==> config.mk <==
export PLATFORM = sky130hd
export DESIGN_NAME = windowed_pitch_class_root_finder_unit
export DESIGN_NICKNAME = d
export VERILOG_FILES = /design/src/hw/rtl/wpcrf_pkg.sv /design/src/hw/rtl/wpcrf_class_bank.sv /design/src/hw/rtl/windowed_pitch_class_root_finder_unit.sv
export SDC_FILE = /design/constraint.sdc
export NUM_CORES = 2
export LEC_CHECK = 0
export BUFFER_PORTS_ARGS = -buffer_cell sky130_fd_sc_hd__clkbuf_2
export CORE_UTILIZATION = 40
export DETAILED_ROUTE_END_ITERATION = 6
export PLACE_DENSITY = 0.55
export SKIP_CTS_REPAIR_TIMING = 1
export SYNTH_ARGS = -nofsm -noshare
export SYNTH_HDL_FRONTEND = slang
export SYNTH_SLANG_ARGS = --single-unit
==> constraint.sdc <==
create_clock -name clk -period 9.2 [get_ports clk]
set_input_delay 1.84 -clock clk [delete_from_list [all_inputs] [get_ports clk]]
set_output_delay 1.84 -clock clk [all_outputs]
set_load 0.01 [all_outputs]
==> src/hw/rtl/wpcrf_pkg.sv <==
// ----------------------------------------------------------------------------
// wpcrf_pkg
// Types, constants and helpers for the windowed pitch-class root finder.
// ----------------------------------------------------------------------------
package wpcrf_pkg;

	localparam int WINDOW_DEPTH = 64;
	localparam int NUM_CLASSES  = 12;
	localparam int PTR_W        = (WINDOW_DEPTH > 1) ? $clog2(WINDOW_DEPTH) : 1;
	localparam int CNT_W        = $clog2(WINDOW_DEPTH + 1);
	localparam int CLS_W        = 4;
	localparam int PITCH_W      = 7;
	localparam int FIELD_W      = 7;
	localparam int TIME_W       = 32;
	localparam int WIN_W        = 16;

	localparam logic [WIN_W-1:0] WINDOW_MS_RESET = 16'd4000;

	typedef logic [PTR_W-1:0] ptr_t;
	typedef logic [CNT_W-1:0] cnt_t;
	typedef logic [CLS_W-1:0] cls_t;

	typedef struct packed {
		logic [PITCH_W-1:0] pitch;
		logic [TIME_W-1:0]  time_ms;
	} note_t;

	typedef struct packed {
		logic [CLS_W-1:0]   root_class;
		logic [FIELD_W-1:0] root_count;
		logic [FIELD_W-1:0] window_notes;
		logic [PITCH_W-1:0] last_pitch;
	} result_t;

	typedef struct packed {
		cls_t              cls;
		logic [TIME_W-1:0] time_ms;
	} entry_t;

	// counter bank control
	typedef struct packed {
		logic inc;
		cls_t inc_cls;
		logic dec;
		cls_t dec_cls;
		cls_t scan_idx;
	} bank_ctrl_t;

	// pitch mod 12 via reciprocal: q = (p * 43) >> 9 is exact for p < 128
	function automatic cls_t pitch_class(input logic [PITCH_W-1:0] p);
		logic [12:0]        prod;
		logic [3:0]         q;
		logic [PITCH_W-1:0] r;
		prod = 13'(p) * 13'd43;
		q    = prod[12:9];
		r    = p - (7'(q) * 7'd12);
		return r[CLS_W-1:0];
	endfunction

endpackage

==> src/hw/rtl/wpcrf_class_bank.sv <==
// ----------------------------------------------------------------------------
// wpcrf_class_bank
// Twelve pitch-class counters with one increment, one decrement and a scan
// read port for the argmax sweep.
// ----------------------------------------------------------------------------
module wpcrf_class_bank (
	input  logic                  clk,
	input  logic                  arst_n,
	input  wpcrf_pkg::bank_ctrl_t ctrl,
	output wpcrf_pkg::cnt_t       scan_count
);
	import wpcrf_pkg::*;

	cnt_t counts_q [NUM_CLASSES];

	always_ff @(posedge clk or negedge arst_n) begin
		if (!arst_n) begin
			for (int i = 0; i < NUM_CLASSES; i++) counts_q[i] <= '0;
		end else begin
			for (int i = 0; i < NUM_CLASSES; i++) begin
				if (ctrl.inc && ctrl.inc_cls == CLS_W'(i)) begin
					counts_q[i] <= counts_q[i] + 1'b1;
				end else if (ctrl.dec && ctrl.dec_cls == CLS_W'(i) && counts_q[i] != '0) begin
					counts_q[i] <= counts_q[i] - 1'b1;
				end
			end
		end
	end

	assign scan_count = (ctrl.scan_idx < CLS_W'(NUM_CLASSES)) ? counts_q[ctrl.scan_idx] : '0;

endmodule

==> src/hw/rtl/windowed_pitch_class_root_finder_unit.sv <==
// ----------------------------------------------------------------------------
// windowed_pitch_class_root_finder_unit
// Sliding-window pitch-class histogram over a ring of recent note-ons,
// reporting the most frequent class per accepted note.
// ----------------------------------------------------------------------------
// Per note: drop the oldest entry if the ring is full on entry, append the new
// note, then read, age-check and evict aged entries one at a time, then sweep.
// A new note is taken only when idle; the work per note is set by the single
// read port of the ring memory (read, compare, evict loop) and the 12-step sweep.
// Reset (arst_n, async low): ring empty, counters zero, window_ms = 4000.
// The result sits in an output register, so the next note is taken meanwhile.
// ----------------------------------------------------------------------------
module windowed_pitch_class_root_finder_unit (
	input  logic                        clk,
	input  logic                        arst_n,
	// configuration write channel
	input  logic                        cfg_valid,
	output logic                        cfg_ready,
	input  logic [wpcrf_pkg::WIN_W-1:0] cfg_data,
	// note input channel
	input  logic                        in_valid,
	output logic                        in_ready,
	input  wpcrf_pkg::note_t            in_data,
	// result channel
	output logic                        out_valid,
	input  logic                        out_ready,
	output wpcrf_pkg::result_t          out_data
);
	import wpcrf_pkg::*;

	// Sequencer: one-hot.
	typedef enum logic [6:0] {
		ST_IDLE    = 7'b0000001,
		ST_DROP_RD = 7'b0000010, // ring full: wait for oldest entry read
		ST_DROP    = 7'b0000100, // drop oldest before append
		ST_APPEND  = 7'b0001000, // write new note, bump its counter
		ST_EV_RD   = 7'b0010000, // wait for oldest entry read
		ST_EV_CHK  = 7'b0100000, // age check, evict or move on
		ST_SCAN    = 7'b1000000  // argmax over counters, then publish
	} state_t;

	state_t state_q, state_d;

	// Window register: always writable; config must only arrive while idle (the block does not enforce it).
	logic [WIN_W-1:0] window_q;

	assign cfg_ready = 1'b1;

	always_ff @(posedge clk or negedge arst_n) begin
		if (!arst_n) begin
			window_q <= WINDOW_MS_RESET;
		end else if (cfg_valid) begin
			window_q <= cfg_data;
		end
	end

	// Ring pointers
	ptr_t oldest_q;
	cnt_t fill_q;

	// Latched note
	logic [PITCH_W-1:0] pitch_q;
	logic [TIME_W-1:0]  time_q;
	cls_t               cls_q;

	// Argmax sweep
	cls_t scan_idx_q;
	cls_t best_cls_q;
	cnt_t best_cnt_q;
	cnt_t scan_count;

	// Ring memory: class and timestamp per slot, registered read of the
	// oldest slot every cycle. Writes only happen in ST_APPEND and the read
	// that is used next is taken in ST_EV_RD, the state after it, so no bypass is needed.
	entry_t ring_mem [WINDOW_DEPTH];
	entry_t ring_rd_q;
	logic   wr_en;
	ptr_t   wr_addr;

	always_ff @(posedge clk) begin
		if (wr_en) begin
			ring_mem[wr_addr] <= '{cls: cls_q, time_ms: time_q};
		end
		ring_rd_q <= ring_mem[oldest_q];
	end

	// Append slot = (oldest + fill) mod depth
	logic [CNT_W:0] slot_sum;
	logic [CNT_W:0] slot_mod;

	assign slot_sum = (CNT_W+1)'(oldest_q) + (CNT_W+1)'(fill_q);
	assign slot_mod = (slot_sum >= (CNT_W+1)'(WINDOW_DEPTH))
		? slot_sum - (CNT_W+1)'(WINDOW_DEPTH) : slot_sum;
	assign wr_addr  = slot_mod[PTR_W-1:0];
	assign wr_en    = (state_q == ST_APPEND);

	ptr_t oldest_inc;
	assign oldest_inc = (oldest_q == PTR_W'(WINDOW_DEPTH - 1)) ? '0 : oldest_q + 1'b1;

	// Signed age of oldest note; negative never evicts.
	logic [TIME_W:0] age;
	logic            evict;

	assign age   = {1'b0, time_q} - {1'b0, ring_rd_q.time_ms};
	assign evict = !age[TIME_W] && (age[TIME_W-1:0] > TIME_W'(window_q)) && (fill_q != '0);

	logic ring_full;
	assign ring_full = (fill_q == CNT_W'(WINDOW_DEPTH));

	// Output register
	logic    out_valid_q;
	result_t out_q;
	logic    out_load;
	logic    scan_last;

	assign scan_last = (scan_idx_q == CLS_W'(NUM_CLASSES - 1));
	assign out_load  = (state_q == ST_SCAN) && scan_last && (!out_valid_q || out_ready);

	assign in_ready  = (state_q == ST_IDLE);
	assign out_valid = out_valid_q;
	assign out_data  = out_q;

	// Counter bank
	bank_ctrl_t bank_ctrl;

	always_comb begin
		bank_ctrl          = '0;
		bank_ctrl.inc      = (state_q == ST_APPEND);
		bank_ctrl.inc_cls  = cls_q;
		bank_ctrl.dec      = (state_q == ST_DROP) || ((state_q == ST_EV_CHK) && evict);
		bank_ctrl.dec_cls  = ring_rd_q.cls;
		bank_ctrl.scan_idx = scan_idx_q;
	end

	wpcrf_class_bank u_bank (
		.clk        (clk),
		.arst_n     (arst_n),
		.ctrl       (bank_ctrl),
		.scan_count (scan_count)
	);

	// Next state
	always_comb begin
		state_d = state_q;
		unique case (state_q)
			ST_IDLE: begin
				if (in_valid) state_d = ring_full ? ST_DROP_RD : ST_APPEND;
			end
			ST_DROP_RD: state_d = ST_DROP;
			ST_DROP:    state_d = ST_APPEND;
			ST_APPEND:  state_d = ST_EV_RD;
			ST_EV_RD:   state_d = ST_EV_CHK;
			ST_EV_CHK: begin
				state_d = evict ? ST_EV_RD : ST_SCAN;
			end
			ST_SCAN: begin
				if (out_load) state_d = ST_IDLE;
			end
			default: state_d = ST_IDLE;
		endcase
	end

	always_ff @(posedge clk or negedge arst_n) begin
		if (!arst_n) begin
			state_q  <= ST_IDLE;
			oldest_q <= '0;
			fill_q   <= '0;
		end else begin
			state_q <= state_d;
			if ((state_q == ST_DROP) || ((state_q == ST_EV_CHK) && evict)) begin
				oldest_q <= oldest_inc;
				fill_q   <= fill_q - 1'b1;
			end else if (state_q == ST_APPEND) begin
				fill_q <= fill_q + 1'b1;
			end
		end
	end

	// Note latch and sweep registers: payload, no reset
	always_ff @(posedge clk) begin
		if (in_valid && in_ready) begin
			pitch_q <= in_data.pitch;
			time_q  <= in_data.time_ms;
			cls_q   <= pitch_class(in_data.pitch);
		end
		if ((state_q == ST_EV_CHK) && !evict) begin
			scan_idx_q <= '0;
			best_cls_q <= '0;
			best_cnt_q <= '0;
		end else if (state_q == ST_SCAN && !scan_last) begin
			scan_idx_q <= scan_idx_q + 1'b1;
			if (scan_count > best_cnt_q) begin
				best_cnt_q <= scan_count;
				best_cls_q <= scan_idx_q;
			end
		end
	end

	// Last sweep step folds into the published result.
	cls_t final_cls;
	cnt_t final_cnt;

	assign final_cls = (scan_count > best_cnt_q) ? scan_idx_q : best_cls_q;
	assign final_cnt = (scan_count > best_cnt_q) ? scan_count : best_cnt_q;

	always_ff @(posedge clk or negedge arst_n) begin
		if (!arst_n) begin
			out_valid_q <= 1'b0;
		end else if (out_load) begin
			out_valid_q <= 1'b1;
		end else if (out_ready) begin
			out_valid_q <= 1'b0;
		end
	end

	always_ff @(posedge clk) begin
		if (out_load) begin
			out_q.root_class   <= final_cls;
			out_q.root_count   <= FIELD_W'(final_cnt);
			out_q.window_notes <= FIELD_W'(fill_q);
			out_q.last_pitch   <= pitch_q;
		end
	end

endmodule

==> impl_metrics.tcl <==
set metrics [dict create \
    dpl.hpwl_um 154700 \
    syn2layout_area_growth_pct 14.01 \
    r2r.worst_path.cells 28 \
    initial_core_util_pct 40.26 \
    layout.area.seq_mm2 0.07525 \
    final_setup_skew_ns 0.07640 \
    layout.cells.non_filler 8596 \
    path_buf_inv 2 \
    coreArea_mm2 0.2542 \
    die_area_mm2 0.2578 \
    vias 50240 \
    max-clock-path-buffers 4 \
    ios 88 \
    max_slew.worst_pin.slew_ns 1.137 \
    timing.critical_path.max_delay_family "compound AO/OA/AOI/OAI gates" \
    drt_iter0_markers 5550 \
    overflow 0 \
    number_of_cells_on_the_critical_path 28 \
    reg2reg_from "time_q[4]" \
    timing.max_slew.rel_slack_pct 24.01 \
    die_height_um 507.8 \
    result_of_the_run "completed" \
    clk_pin_slew_ns 0.06 \
    required_ns 10.02 \
    portBuffers 86 \
    yosys-top-cells-area "edfxtp_1 70%, mux4_2 17%, dfrtp_1 2.8%, ha_1 1.9%, dfxtp_1 1.0%" \
    drv_cap 0 \
    fill_cells 21140 \
    worstHoldPathType "flip-flop to flip-flop" \
    number_of_global_route_vias_before_repair 50200 \
    finalHoldViolCount 0 \
    netlist_top_cells_count "2370 x edfxtp_1, 777 x mux4_2, 152 x ha_1, 142 x clkbuf_1, 133 x nor2_1" \
    cts.htree.levels 5 \
    critical_path_cell_with_the_highest_stage_delay "buf_4" \
    timing.critical_path.to_type "flip-flop" \
    detail_route.first_pass.iterations 5 \
    rsz0062_at_grt "no" \
    layout.nets 5256 \
    vdd_drop_max_v 0.0002153 \
    synth_seq_cells 2542 \
    yosys_warnings 0 \
    clk-insertion-delay-late_ns 0.94 \
    cp_dominant_cell_by_count "a21oi_1" \
    syn-mean-instance-area_um2 21.70 \
    floorplan.die.width_um 507.8 \
    cts_buffers 292 \
    final-setup-viol-count 0 \
    ff2ff_setup_slack_ns 2.12 \
    syn_nets 4947 \
    proportion_of_netlist_area_held_by_the_largest_area_contributor_pct 69.56 \
    worstSetupStartpointType "flip-flop" \
    synth_area_leader_cell "edfxtp_1" \
    core.rowCount 185 \
    antenna_left 0 \
    place_congestion 0.8439 \
    dpl.cell_count 8095 \
    postSynth.topFlopCell "edfxtp_1" \
    netlist-cell-type-count 77 \
    syn-cell-area_mm2 0.1023 \
    crit_end "fill_q[6]" \
    crit_fanout 65 \
    grt_max_degree 133 \
    post_drt_wl_per_cell_um 32.38 \
    grt_first_pass_wirelength_um 390400 \
    power.density_mw_per_mm2 258.0 \
    route.final.wire_length_um 278300 \
    synth-async-reset-ratio_pct 4.760 \
    fin_crit_sh_pct 76.96 \
    clock.fmax_ghz 0.1412 \
    synth-seq-area-share_pct 73.52 \
    synth_enable_flop_cells 2370 \
    critPathMaxStageDelay_ns 0.54 \
    power.leakage_nw 36.91 \
    critPathKind "flip-flop to flip-flop" \
    crit-reg2reg-capture "fill_q[6]" \
    tritoncts_num_sinks 2542 \
    period_needed_ns 7.080 \
    tritoncts_clock_tree "built" \
    totalNegativeSetupSlack_ns 0 \
    remaining_drc_errors 0 \
    antenna_found_initial 23 \
    multiInputGateArea_mm2 0.02628 \
    global_route.usage.total_pct 21.63 \
    drive_gt1_share_pct 29.93 \
    route.detailed.vias_per_inst 5.845 \
    report.final.slew_viol_count 0 \
    synthMostInstantiatedCell "edfxtp_1" \
    timing.critical_path.from "time_q[4]" \
    post_synth_inst_count 4714 \
    cp_data_arrival_time_ns 7.90 \
    cts_root_buffer "clkbuf_16" \
]
==> kinds of logic (layout without fill, tap and decap cells) <==
kind of cell,after synthesis,after routing,synth area share (%)
DFF,2542,2542,73.52
xor gates and xnor gates,120,120,1.027
muxes,872,872,18.23
AOI/OAI and AO/OA,323,323,2.067
adders and majority gates,173,173,2.270
and+or+nand+nor,348,348,1.608
other,1,5,0.003665
buffers and inverters,335,847,1.272
==> cell type report <==
class                   count  share of cell area [%]
inverters                 125                  0.4022
repair buffers            225                   1.362
clock buffers             357                   6.642
diodes                      4                0.008581
well taps                3366                   3.610
multi-input cells        1837                   22.53
flip-flops and latches   2542                   64.51
clock inverters           140                  0.9385
==> power by group <==
group          internal (W)  total (W)  switching (W)
logic               0.00219    0.00520        0.00301
registers            0.0136     0.0140       0.000394
clock network       0.00638     0.0109        0.00451
total                0.0222     0.0301        0.00791
==> worst reg2reg max path, delay by kind of cell (launching register included) <==
kind	cells	cell delay [ns]
AO/OA/AOI/OAI	14	2.65
XOR/XNOR	2	0.30
adder cells (fa/ha/maj)	3	1.10
buffers and inverters	2	1.03
flip-flops	1	0.34
multiplexers	1	0.25
AND/OR/NAND/NOR	6	1.31
==> worst min-delay path by stage <==
stage / end / depth (start not counted) / startpoint / slack (ns)
6_report: out_data[2] / 0 / pitch_q[2] / 0.42
5_1_grt: out_data[6] / 0 / pitch_q[6] / 0.43
4_1_cts: out_data[4] / 0 / pitch_q[4] / 0.41
3_5_place_dp: out_data[2] / 0 / pitch_q[2] / 0.40
3_3_place_gp: out_data[2] / 0 / pitch_q[2] / 0.41
2_1_floorplan: out_data[2] / 0 / pitch_q[2] / 0.40
==> registers in the layout, indices dropped and copies added (netlist names) <==
register	cells
window_q	16
pitch_q	7
out_valid	1
best_cls_q	4
ring_mem	2304
time_q	32
oldest_q	6
fill_q	7
state_q	7
bank_ctrl	4
u_bank.counts_q	84
out_data	25
best_cnt_q	7
scan_idx_q	4
cls_q	2
ring_rd_q	32
==> metal layers <==
metal | wire length (um) | GRT usage (%)
met4 | 6478 | 5.484
met5 | 24 | 0
met1 | 123300 | 32.10
met3 | 17520 | 3.012
met2 | 131100 | 33.72
==> cell usage in the layout (no fill, tap or decap), types with 53 or more instances in the layout <==
cell and n:
clkinv_2 53, ha_1 152, inv_1 124, clkbuf_16 297
a21oi_1 124, mux4_2 777, clkinv_1 55, xnor2_1 86
clkbuf_2 85, nor2_1 69, nand2_1 85, dfrtp_1 108
nor2_4 64, edfxtp_1 2370, buf_4 131
==> metrics by stage <==
stage	area, um^2	utilization [%]	hold slack [ns]	power (W)	setup WS (ns)
final	116700	45.90	0.4156	0.03010	2.120
after global routing	116600	45.90	0.4255	0.03124	1.578
after CTS	116600	45.89	0.4147	0.03035	2.128
after detailed placement	107800	42.41	0.4045	0.01948	2.169
after global placement	107800	42.41	0.4055	0.01939	2.239
after floorplan	102300	-	0.4003	0.01780	2.943
No activity file was read; power rests on OpenSTA's default activity.
